===== src/design/rtd_pkg.sv =====
// types, constants and register codes of the ready-to-drive pedal check
`timescale 1ns / 1ps
`default_nettype none

package rtd_pkg;

    localparam int TIME_BITS_DEF = 32;
    localparam int PEDAL_W       = 10;
    localparam int TORQUE_W      = 16;
    localparam int CFG_IDX_W     = 3;
    localparam int CFG_DATA_W    = 16;

    // register indexes of the configuration port
    localparam logic [CFG_IDX_W-1:0] REG_BRAKE_THR  = 3'd0;
    localparam logic [CFG_IDX_W-1:0] REG_MIS_LIMIT  = 3'd1;
    localparam logic [CFG_IDX_W-1:0] REG_ARM_HOLD   = 3'd2;
    localparam logic [CFG_IDX_W-1:0] REG_SOUND      = 3'd3;
    localparam logic [CFG_IDX_W-1:0] REG_MIS_MS     = 3'd4;
    localparam logic [CFG_IDX_W-1:0] REG_REVERSE    = 3'd5;

    // register reset values
    localparam logic [9:0]  BRAKE_THR_RST = 10'd200;
    localparam logic [9:0]  MIS_LIMIT_RST = 10'd102;
    localparam logic [15:0] ARM_HOLD_RST  = 16'd2000;
    localparam logic [15:0] SOUND_RST     = 16'd2000;
    localparam logic [15:0] MIS_MS_RST    = 16'd100;

    // x / 33 == (x * DIV33_MUL) >> DIV33_SHIFT for x below 67650
    localparam logic [15:0] DIV33_MUL     = 16'd63551;
    localparam int          DIV33_SHIFT   = 21;
    // x / 1023 == (x * DIV1023_MUL) >> DIV1023_SHIFT for x below 69977
    localparam logic [16:0] DIV1023_MUL   = 17'd65601;
    localparam int          DIV1023_SHIFT = 26;
    localparam logic [15:0] TORQUE_MAX    = 16'd32767;

    typedef enum logic [1:0] {
        PH_IDLE  = 2'd0,
        PH_ARM   = 2'd1,
        PH_SOUND = 2'd2,
        PH_DRIVE = 2'd3
    } phase_t;

    typedef struct packed {
        logic [9:0]  brake_trip;
        logic [9:0]  mismatch_limit;
        logic [15:0] arm_hold_ms;
        logic [15:0] sound_ms;
        logic [15:0] mismatch_ms;
        logic        reverse_torque;
    } rtd_cfg_t;

    // classified sample handed from front end to back end
    typedef struct packed {
        logic        braked;
        logic        start;
        logic        mismatch;
        logic [14:0] torque_mag;
    } rtd_item_t;

endpackage

`default_nettype wire


===== src/design/rtd_front.sv =====
// front end: takes samples, compares pedals and maps the torque magnitude
`timescale 1ns / 1ps
`default_nettype none

module rtd_front
    import rtd_pkg::*;
#(
    parameter int TIME_BITS = TIME_BITS_DEF
)
(
    input  wire logic                 clk,
    input  wire logic                 rst_n,
    input  wire rtd_cfg_t             cfg,
    input  wire logic                 in_valid,
    output logic                      in_stall,
    input  wire logic [PEDAL_W-1:0]   pedal_main,
    input  wire logic [PEDAL_W-1:0]   pedal_aux,
    input  wire logic [PEDAL_W-1:0]   brake_level,
    input  wire logic                 start_pressed,
    input  wire logic [TIME_BITS-1:0] now_ms,
    input  wire logic                 q_full,
    output logic                      push,
    output rtd_item_t                 push_item,
    output logic [TIME_BITS-1:0]      push_now
);

    // stage 1: captured sample, aux times 50
    logic                 s1_valid_reg;
    logic [9:0]           s1_main_reg;
    logic [15:0]          s1_aux50_reg;
    logic                 s1_braked_reg;
    logic                 s1_start_reg;
    logic [TIME_BITS-1:0] s1_now_reg;

    // stage 2: scaled aux
    logic                 s2_valid_reg;
    logic [9:0]           s2_main_reg;
    logic [10:0]          s2_scaled_reg;
    logic                 s2_braked_reg;
    logic                 s2_start_reg;
    logic [TIME_BITS-1:0] s2_now_reg;

    // stage 3: average and mismatch flag
    logic                 s3_valid_reg;
    logic [10:0]          s3_avg_reg;
    logic [15:0]          s3_avg31_reg;
    logic                 s3_mismatch_reg;
    logic                 s3_braked_reg;
    logic                 s3_start_reg;
    logic [TIME_BITS-1:0] s3_now_reg;

    logic        load1;
    logic        load2;
    logic        load3;
    logic        accept;
    logic [15:0] aux50;
    logic [31:0] scale_prod;
    logic [10:0] main_ext;
    logic [10:0] diff;
    logic [11:0] pedal_sum;
    logic [10:0] avg;
    logic [15:0] avg31;
    logic [32:0] frac_prod;
    logic [6:0]  frac_q;
    logic [15:0] torque_raw;

    // a stage loads when empty or when its word moves on
    assign push     = s3_valid_reg && !q_full;
    assign load3    = !s3_valid_reg || push;
    assign load2    = !s2_valid_reg || load3;
    assign load1    = !s1_valid_reg || load2;
    assign in_stall = !load1;
    assign accept   = in_valid && load1;

    assign aux50 = {1'b0, pedal_aux, 5'b0} + {2'b0, pedal_aux, 4'b0} + {5'b0, pedal_aux, 1'b0};

    assign scale_prod = 32'(s1_aux50_reg) * 32'(DIV33_MUL);

    assign main_ext  = {1'b0, s2_main_reg};
    assign diff      = (main_ext > s2_scaled_reg) ? (main_ext - s2_scaled_reg)
                                                  : (s2_scaled_reg - main_ext);
    assign pedal_sum = {1'b0, main_ext} + {1'b0, s2_scaled_reg};
    assign avg       = pedal_sum[11:1];
    assign avg31     = {avg, 5'b0} - {5'b0, avg};

    // avg * 32767 / 1023 == avg * 32 + avg * 31 / 1023
    assign frac_prod  = 33'(s3_avg31_reg) * 33'(DIV1023_MUL);
    assign frac_q     = frac_prod[DIV1023_SHIFT+6:DIV1023_SHIFT];
    assign torque_raw = {s3_avg_reg, 5'b0} + {9'b0, frac_q};

    always_comb
    begin
        push_item.braked     = s3_braked_reg;
        push_item.start      = s3_start_reg;
        push_item.mismatch   = s3_mismatch_reg;
        push_item.torque_mag = (torque_raw > TORQUE_MAX) ? TORQUE_MAX[14:0] : torque_raw[14:0];
        push_now             = s3_now_reg;
    end

    always_ff @(posedge clk or negedge rst_n)
    begin
        if (!rst_n)
        begin
            s1_valid_reg <= 1'b0;
            s2_valid_reg <= 1'b0;
            s3_valid_reg <= 1'b0;
        end
        else
        begin
            if (load1)
            begin
                s1_valid_reg <= in_valid;
            end
            if (load2)
            begin
                s2_valid_reg <= s1_valid_reg;
            end
            if (load3)
            begin
                s3_valid_reg <= s2_valid_reg;
            end
        end
    end

    always_ff @(posedge clk)
    begin
        if (accept)
        begin
            s1_main_reg   <= pedal_main;
            s1_aux50_reg  <= aux50;
            s1_braked_reg <= brake_level > cfg.brake_trip;
            s1_start_reg  <= start_pressed;
            s1_now_reg    <= now_ms;
        end
        if (load2 && s1_valid_reg)
        begin
            s2_main_reg   <= s1_main_reg;
            s2_scaled_reg <= scale_prod[31:DIV33_SHIFT];
            s2_braked_reg <= s1_braked_reg;
            s2_start_reg  <= s1_start_reg;
            s2_now_reg    <= s1_now_reg;
        end
        if (load3 && s2_valid_reg)
        begin
            s3_avg_reg      <= avg;
            s3_avg31_reg    <= avg31;
            s3_mismatch_reg <= diff > {1'b0, cfg.mismatch_limit};
            s3_braked_reg   <= s2_braked_reg;
            s3_start_reg    <= s2_start_reg;
            s3_now_reg      <= s2_now_reg;
        end
    end

endmodule

`default_nettype wire


===== src/design/rtd_queue.sv =====
// two-word queue between front end and back end
`timescale 1ns / 1ps
`default_nettype none

module rtd_queue
    import rtd_pkg::*;
#(
    parameter int TIME_BITS = TIME_BITS_DEF
)
(
    input  wire logic                 clk,
    input  wire logic                 rst_n,
    input  wire logic                 push,
    input  wire rtd_item_t            push_item,
    input  wire logic [TIME_BITS-1:0] push_now,
    input  wire logic                 pop,
    output logic                      q_full,
    output logic                      q_empty,
    output rtd_item_t                 head_item,
    output logic [TIME_BITS-1:0]      head_now
);

    localparam logic [1:0] CNT_EMPTY = 2'd0;
    localparam logic [1:0] CNT_ONE   = 2'd1;
    localparam logic [1:0] CNT_FULL  = 2'd2;

    logic [1:0]           count_reg;
    logic [1:0]           count_next;
    rtd_item_t            head_item_reg;
    logic [TIME_BITS-1:0] head_now_reg;
    rtd_item_t            tail_item_reg;
    logic [TIME_BITS-1:0] tail_now_reg;
    logic                 do_pop;

    assign do_pop    = pop && (count_reg != CNT_EMPTY);
    assign q_full    = (count_reg == CNT_FULL);
    assign q_empty   = (count_reg == CNT_EMPTY);
    assign head_item = head_item_reg;
    assign head_now  = head_now_reg;

    always_comb
    begin
        count_next = count_reg;
        if (push && !do_pop)
        begin
            count_next = count_reg + 2'd1;
        end
        else if (do_pop && !push)
        begin
            count_next = count_reg - 2'd1;
        end
    end

    always_ff @(posedge clk or negedge rst_n)
    begin
        if (!rst_n)
        begin
            count_reg <= CNT_EMPTY;
        end
        else
        begin
            count_reg <= count_next;
        end
    end

    // head slot always holds the oldest word
    always_ff @(posedge clk)
    begin
        if (do_pop)
        begin
            if (count_reg == CNT_FULL)
            begin
                head_item_reg <= tail_item_reg;
                head_now_reg  <= tail_now_reg;
                if (push)
                begin
                    tail_item_reg <= push_item;
                    tail_now_reg  <= push_now;
                end
            end
            else if (push)
            begin
                head_item_reg <= push_item;
                head_now_reg  <= push_now;
            end
        end
        else if (push)
        begin
            if (count_reg == CNT_EMPTY)
            begin
                head_item_reg <= push_item;
                head_now_reg  <= push_now;
            end
            else if (count_reg == CNT_ONE)
            begin
                tail_item_reg <= push_item;
                tail_now_reg  <= push_now;
            end
        end
    end

endmodule

`default_nettype wire


===== src/design/rtd_back.sv =====
// back end: phase sequencer, mismatch timer and output register
`timescale 1ns / 1ps
`default_nettype none

module rtd_back
    import rtd_pkg::*;
#(
    parameter int TIME_BITS = TIME_BITS_DEF
)
(
    input  wire logic                 clk,
    input  wire logic                 rst_n,
    input  wire rtd_cfg_t             cfg,
    input  wire logic                 q_empty,
    input  wire rtd_item_t            head_item,
    input  wire logic [TIME_BITS-1:0] head_now,
    output logic                      pop,
    output logic                      out_valid,
    input  wire logic                 out_stall,
    output logic                      brake_light,
    output logic                      drive_lamp,
    output logic                      buzzer_on,
    output logic signed [TORQUE_W-1:0] torque_cmd,
    output logic [1:0]                phase_now
);

    phase_t                      phase_reg;
    phase_t                      phase_next;
    logic [TIME_BITS-1:0]        phase_start_reg;
    logic [TIME_BITS-1:0]        phase_start_next;
    logic [TIME_BITS-1:0]        mis_start_reg;
    logic [TIME_BITS-1:0]        mis_start_next;
    logic                        mis_seen_reg;
    logic                        mis_seen_next;
    logic                        out_valid_reg;
    logic                        brake_light_reg;
    logic                        drive_lamp_reg;
    logic                        buzzer_on_reg;
    logic signed [TORQUE_W-1:0]  torque_cmd_reg;
    phase_t                      phase_now_reg;

    logic                        lamp;
    logic signed [TORQUE_W-1:0]  torque;
    logic                        fault;
    logic [TIME_BITS-1:0]        phase_elapsed;
    logic [TIME_BITS-1:0]        mis_origin;
    logic [TIME_BITS-1:0]        mis_elapsed;
    logic signed [TORQUE_W-1:0]  torque_pos;

    // one word per cycle whenever the output register is free
    assign pop = !q_empty && (!out_valid_reg || !out_stall);

    assign phase_elapsed = head_now - phase_start_reg;
    assign mis_origin    = mis_seen_reg ? mis_start_reg : head_now;
    assign mis_elapsed   = head_now - mis_origin;
    assign torque_pos    = $signed({1'b0, head_item.torque_mag});

    always_comb
    begin
        phase_next       = phase_reg;
        phase_start_next = phase_start_reg;
        mis_start_next   = mis_start_reg;
        mis_seen_next    = mis_seen_reg;
        lamp             = 1'b0;
        torque           = '0;
        fault            = 1'b0;
        case (phase_reg)
            PH_IDLE:
            begin
                if (head_item.start && head_item.braked)
                begin
                    phase_next       = PH_ARM;
                    phase_start_next = head_now;
                end
            end
            PH_ARM:
            begin
                if (!head_item.start || !head_item.braked)
                begin
                    phase_next       = PH_IDLE;
                    phase_start_next = head_now;
                end
                else if (phase_elapsed >= TIME_BITS'(cfg.arm_hold_ms))
                begin
                    phase_next       = PH_SOUND;
                    phase_start_next = head_now;
                end
            end
            PH_SOUND:
            begin
                if (phase_elapsed >= TIME_BITS'(cfg.sound_ms))
                begin
                    phase_next       = PH_DRIVE;
                    phase_start_next = head_now;
                end
            end
            PH_DRIVE:
            begin
                lamp = 1'b1;
                if (head_item.mismatch)
                begin
                    mis_start_next = mis_origin;
                    mis_seen_next  = 1'b1;
                    fault          = mis_elapsed >= TIME_BITS'(cfg.mismatch_ms);
                end
                else
                begin
                    mis_seen_next = 1'b0;
                end
                if (fault)
                begin
                    phase_next       = PH_IDLE;
                    phase_start_next = head_now;
                    mis_seen_next    = 1'b0;
                end
                else
                begin
                    torque = cfg.reverse_torque ? -torque_pos : torque_pos;
                end
            end
            default:
            begin
                phase_next = PH_IDLE;
            end
        endcase
    end

    always_ff @(posedge clk or negedge rst_n)
    begin
        if (!rst_n)
        begin
            phase_reg       <= PH_IDLE;
            phase_start_reg <= '0;
            mis_start_reg   <= '0;
            mis_seen_reg    <= 1'b0;
            out_valid_reg   <= 1'b0;
        end
        else
        begin
            if (pop)
            begin
                phase_reg       <= phase_next;
                phase_start_reg <= phase_start_next;
                mis_start_reg   <= mis_start_next;
                mis_seen_reg    <= mis_seen_next;
                out_valid_reg   <= 1'b1;
            end
            else if (!out_stall)
            begin
                out_valid_reg <= 1'b0;
            end
        end
    end

    always_ff @(posedge clk)
    begin
        if (pop)
        begin
            brake_light_reg <= head_item.braked;
            drive_lamp_reg  <= lamp;
            buzzer_on_reg   <= (phase_next == PH_SOUND);
            torque_cmd_reg  <= torque;
            phase_now_reg   <= phase_next;
        end
    end

    assign out_valid   = out_valid_reg;
    assign brake_light = brake_light_reg;
    assign drive_lamp  = drive_lamp_reg;
    assign buzzer_on   = buzzer_on_reg;
    assign torque_cmd  = torque_cmd_reg;
    assign phase_now   = phase_now_reg;

endmodule

`default_nettype wire


===== src/design/vehicle_ready_to_drive_pedal_check.sv =====
// top level of the ready-to-drive sequencer with pedal plausibility check
`timescale 1ns / 1ps
`default_nettype none

// Each sample word gives one result word. A three-stage front end compares the
// scaled auxiliary pedal with the main pedal and maps the pedal average to a
// torque magnitude; a two-word queue feeds the back end, which steps the phase
// (idle, arming, sounding, driving) and the mismatch timer once per word, which
// sets the sustained rate, and loads the output register. A new sample is taken
// every cycle while the result side keeps up; a result passes the front-end
// stages, queue and output register. Only the low TIME_BITS bits of now_ms are
// used and all time differences wrap at that width. The user must see that
// configuration is written through cfg_we, cfg_index and cfg_data only while no
// sample is in flight, not enforced by the block; unknown indexes are ignored.

module vehicle_ready_to_drive_pedal_check
    import rtd_pkg::*;
#(
    parameter int TIME_BITS = TIME_BITS_DEF
)
(
    input  wire logic                   clk,
    input  wire logic                   rst_n,
    input  wire logic                   cfg_we,
    input  wire logic [CFG_IDX_W-1:0]   cfg_index,
    input  wire logic [CFG_DATA_W-1:0]  cfg_data,
    input  wire logic                   in_valid,
    output logic                        in_stall,
    input  wire logic [PEDAL_W-1:0]     pedal_main,
    input  wire logic [PEDAL_W-1:0]     pedal_aux,
    input  wire logic [PEDAL_W-1:0]     brake_level,
    input  wire logic                   start_pressed,
    input  wire logic [31:0]            now_ms,
    output logic                        out_valid,
    input  wire logic                   out_stall,
    output logic                        brake_light,
    output logic                        drive_lamp,
    output logic                        buzzer_on,
    output logic signed [TORQUE_W-1:0]  torque_cmd,
    output logic [1:0]                  phase_now
);

    rtd_cfg_t             cfg_reg;
    logic                 push;
    rtd_item_t            push_item;
    logic [TIME_BITS-1:0] push_now;
    logic                 pop;
    logic                 q_full;
    logic                 q_empty;
    rtd_item_t            head_item;
    logic [TIME_BITS-1:0] head_now;

    always_ff @(posedge clk or negedge rst_n)
    begin
        if (!rst_n)
        begin
            cfg_reg.brake_trip      <= BRAKE_THR_RST;
            cfg_reg.mismatch_limit  <= MIS_LIMIT_RST;
            cfg_reg.arm_hold_ms     <= ARM_HOLD_RST;
            cfg_reg.sound_ms        <= SOUND_RST;
            cfg_reg.mismatch_ms     <= MIS_MS_RST;
            cfg_reg.reverse_torque  <= 1'b0;
        end
        else if (cfg_we)
        begin
            case (cfg_index)
                REG_BRAKE_THR: cfg_reg.brake_trip      <= cfg_data[9:0];
                REG_MIS_LIMIT: cfg_reg.mismatch_limit  <= cfg_data[9:0];
                REG_ARM_HOLD:  cfg_reg.arm_hold_ms     <= cfg_data;
                REG_SOUND:     cfg_reg.sound_ms        <= cfg_data;
                REG_MIS_MS:    cfg_reg.mismatch_ms     <= cfg_data;
                REG_REVERSE:   cfg_reg.reverse_torque  <= cfg_data[0];
                default:
                begin
                end
            endcase
        end
    end

    rtd_front #(
        .TIME_BITS (TIME_BITS)
    ) u_front (
        .clk           (clk),
        .rst_n         (rst_n),
        .cfg           (cfg_reg),
        .in_valid      (in_valid),
        .in_stall      (in_stall),
        .pedal_main    (pedal_main),
        .pedal_aux     (pedal_aux),
        .brake_level   (brake_level),
        .start_pressed (start_pressed),
        .now_ms        (now_ms[TIME_BITS-1:0]),
        .q_full        (q_full),
        .push          (push),
        .push_item     (push_item),
        .push_now      (push_now)
    );

    rtd_queue #(
        .TIME_BITS (TIME_BITS)
    ) u_queue (
        .clk       (clk),
        .rst_n     (rst_n),
        .push      (push),
        .push_item (push_item),
        .push_now  (push_now),
        .pop       (pop),
        .q_full    (q_full),
        .q_empty   (q_empty),
        .head_item (head_item),
        .head_now  (head_now)
    );

    rtd_back #(
        .TIME_BITS (TIME_BITS)
    ) u_back (
        .clk         (clk),
        .rst_n       (rst_n),
        .cfg         (cfg_reg),
        .q_empty     (q_empty),
        .head_item   (head_item),
        .head_now    (head_now),
        .pop         (pop),
        .out_valid   (out_valid),
        .out_stall   (out_stall),
        .brake_light (brake_light),
        .drive_lamp  (drive_lamp),
        .buzzer_on   (buzzer_on),
        .torque_cmd  (torque_cmd),
        .phase_now   (phase_now)
    );

endmodule

`default_nettype wire


===== config.mk =====
export PLATFORM = sky130hd
export DESIGN_NAME = vehicle_ready_to_drive_pedal_check
export DESIGN_NICKNAME = d
export VERILOG_FILES = /design/src/design/rtd_pkg.sv /design/src/design/rtd_front.sv /design/src/design/rtd_queue.sv /design/src/design/rtd_back.sv /design/src/design/vehicle_ready_to_drive_pedal_check.sv
export SDC_FILE = /design/constraint.sdc
export NUM_CORES = 1
export LEC_CHECK = 0
export BUFFER_PORTS_ARGS = -buffer_cell sky130_fd_sc_hd__buf_2
export CAP_MARGIN = 20
export CORE_ASPECT_RATIO = 0.6
export CORE_UTILIZATION = 35
export CTS_CLUSTER_DIAMETER = 60
export DETAILED_ROUTE_END_ITERATION = 8
export PLACE_DENSITY_LB_ADDON = 0.15
export SLEW_MARGIN = 20
export SYNTH_ARGS = -nofsm -noshare
export SYNTH_HDL_FRONTEND = slang
export SYNTH_HIERARCHICAL = 1
export SYNTH_SLANG_ARGS = --single-unit

===== constraint.sdc =====
create_clock -name clk -period 12.7 [get_ports clk]
set_input_delay 1.27 -clock clk [delete_from_list [all_inputs] [get_ports clk]]
set_output_delay 1.27 -clock clk [all_outputs]
set_load 0.02 [all_outputs]

==> out/metrics.csv <==
metric,value,unit
YS warnings,6,
postcts setup bufs,0,
DR pass1 iterations,5,
initial detailed-routing violation count,1421,
CTS tree,built,
number of distinct library cells after synthesis,95,
clock period minus worst slack,6740,ps
nets,3251,
first-pass GRT wire length,122000,µm
Yosys reg bits,438,
Mapped Cells,2582,
Layout area overhead,11.0,%
FF-to-FF End,u_back/torque_cmd[15],
CP max stage cell,nand2_1,
Final period util,53.1,%
Starting Density,35.5,%
fmax,148,MHz
initial antenna violation count,8,
core footprint,83800,µm²
# diodes,0,
asr flop ratio synth,32.4,%
"most used cell, CP",a21oi_1,
Worst-path clk slew,70,ps
area of the die,86300,µm²
later-pin clock latency in the skew report,620,ps
WHS Endpoint,u_front/s2_now_reg[11],
post-route insts no fill,3867,
top post-synthesis cells by area,"edfxtp_1 (30%), ha_1 (15%), dfrtp_1 (10%)",
Worst path max stage delay,620,ps
Congestion Overflow GR,0,
Critical R2R Launch,u_back/mis_seen_reg,
Die X,378,µm
"Seq/Total Area, Yosys",41.9,%
RSZ-0062 raised after global routing,false,
# IOs,110,
PortBufs,109,
Max Slew Vio Count,0,
Inst Count DP,3777,
Hold Crit Class,reg2reg,
largest net degree at the start of global routing,63,
ys flop type,edfxtp_1,
CP required,13140,ps
Bufs and invs on worst path,1,
clk root buf,clkbuf_16,
crit-path cells,buf_4 -> mux2i_1 -> ha_1 -> o211ai_1 -> a21oi_1 -> o21bai_1 -> a21oi_1 -> o21ai_1 -> nand2_1 -> xor2_1 -> ha_1 -> o2111ai_1 -> nor2_1 -> a221oi_1 -> o211ai_1 -> a2111oi_0 -> o31ai_1 -> nor4_1 -> nand4_1 -> o31ai_1 -> nand2_1 -> a21oi_1,
CP startpoint kind,flop,
H-tree Lvls,2,
critical path type,reg2reg,
total wire length,79200,µm
worst slew pin tran,982,ps
crit-path leading delay family,compound AO/OA/AOI/OAI gates,
total global-route track usage,18.6,%
Crit path arrival time,7180,ps
die height,228,µm
critical path capture point type,flop,
Yosys top cell by area,edfxtp_1,
max reg flops,69,
top-area cell type share of the netlist area,29.9,%
r2r setup slk,5960,ps
Antenna Nets Post-Route,0,
max_slew headroom,34.5,%
post-cts hold buffer count,0,
routed vias,19500,
Sink Count,438,
status,completed,
vias in the first global route,19500,
vias per inst,5.04,
Post-Syn Nets,3140,
max cap viols,0,
Final Setup Violations,0,
most frequent cells in the layout,"ha_1 (366), inv_1 (327), edfxtp_1 (296)",
hold depth,0,
crit-path max FO,33,
Routed WL per cell,20.5,µm
fraction of layout cells with a size suffix above 1,14.7,%
"commonest non-fill, non-tap cell in the layout",ha_1,
Std-Cell Rows,82,
post_cts resized,0,
clk_skew,42.0,ps
setup TNS after final layout,0,ps
hold violation count in the final report,0,
# DRC,0,
min-delay src,u_front/s1_now_reg[11],
Max Buffers Root-to-Sink,3,
RD Place Congestion,0.887,
mapped cell area,29800,µm²
DP HPWL,63200,µm
total CTS buffers,48,
Reg2Reg Depth,22,
Post-synth EDFFs,296,
Mapped Avg Cell Area,11.5,µm²
-- layout make-up --
class,count,area (µm²)
multi-input combinational,1755,15700
fill,8057,50800
sequential,438,12500
clock inverter,25,258
clock buffer,65,1280
tap,1134,1420
timing repair buffer,122,649
inverter,328,1230
-- cell families after synthesis --
logic type / count (synthesis) / share of synthesized area [%]
compound gates: 499 / 10.9
mux: 198 / 7.86
simple gates: 467 / 7.92
fa+ha+maj: 471 / 22.4
flops: 438 / 41.9
buf+inv: 389 / 5.46
xor+xnor: 120 / 3.53
-- metal layers --
layer  track usage [%]  vias to the layer above  wire length, µm
met3              3.19                       65             4270
met5                 0                        -                0
li1                  -                     9451                -
met2              22.5                      459            27700
met4              3.38                        0             1150
met1              32.6                     9505            46100
-- per-stage QoR --
stage                     setup WS, ps  utilization (%)  area [µm²]  hold WS (ps)
after floorplan                   1640                -       29800           400
after global placement            6200             37.6       31500           402
after detailed placement          6060             37.6       31500           405
after CTS                         6020             39.4       33000           418
after global routing              5480             39.4       33000           424
final                             5960             39.4       33000           418
-- worst max-delay path by stage --
stage	startpoint	to	slack [ps]	depth (start not counted)
detailed placement	u_front/s1_aux50_reg[4]	u_front/s2_scaled_reg[8]	6060	21
CTS	u_front/s1_aux50_reg[4]	u_front/s2_scaled_reg[8]	6020	21
global route	u_back/mis_seen_reg	u_back/torque_cmd[15]	5480	22
floorplan	out_stall	u_queue/tail_item_reg[0]	1640	6
global placement	u_front/s1_aux50_reg[4]	u_front/s2_scaled_reg[8]	6200	21
finish	u_back/mis_seen_reg	u_back/torque_cmd[15]	5960	22
-- cells in the mapped netlist (all sizes together), types with 5 or more instances --
cell type	number
or3	10
nand3	28
and3	10
ha	366
o21bai	10
o2111ai	5
o21a	32
clkbuf	30
dfstp	22
mux2	153
mux2i	45
a41oi	5
nor3b	7
a211oi	24
and4	6
nor4b	6
fa	105
dfrtp	120
inv	327
edfxtp	296
o31ai	13
nor4	10
nand2b	27
o22ai	6
nor2	147
a21o	56
and2	16
xor2	45
buf	31
a31oi	18
a2111oi	13
nand4	33
a21oi	164
o211ai	17
nor3	26
a21boi	6
o21ai	89
nand2	111
nor2b	13
xnor2	75
Power is left out: the tool's default activity adds up to more than one toggle a clock period on the data nets, which glitch-free logic cannot reach.
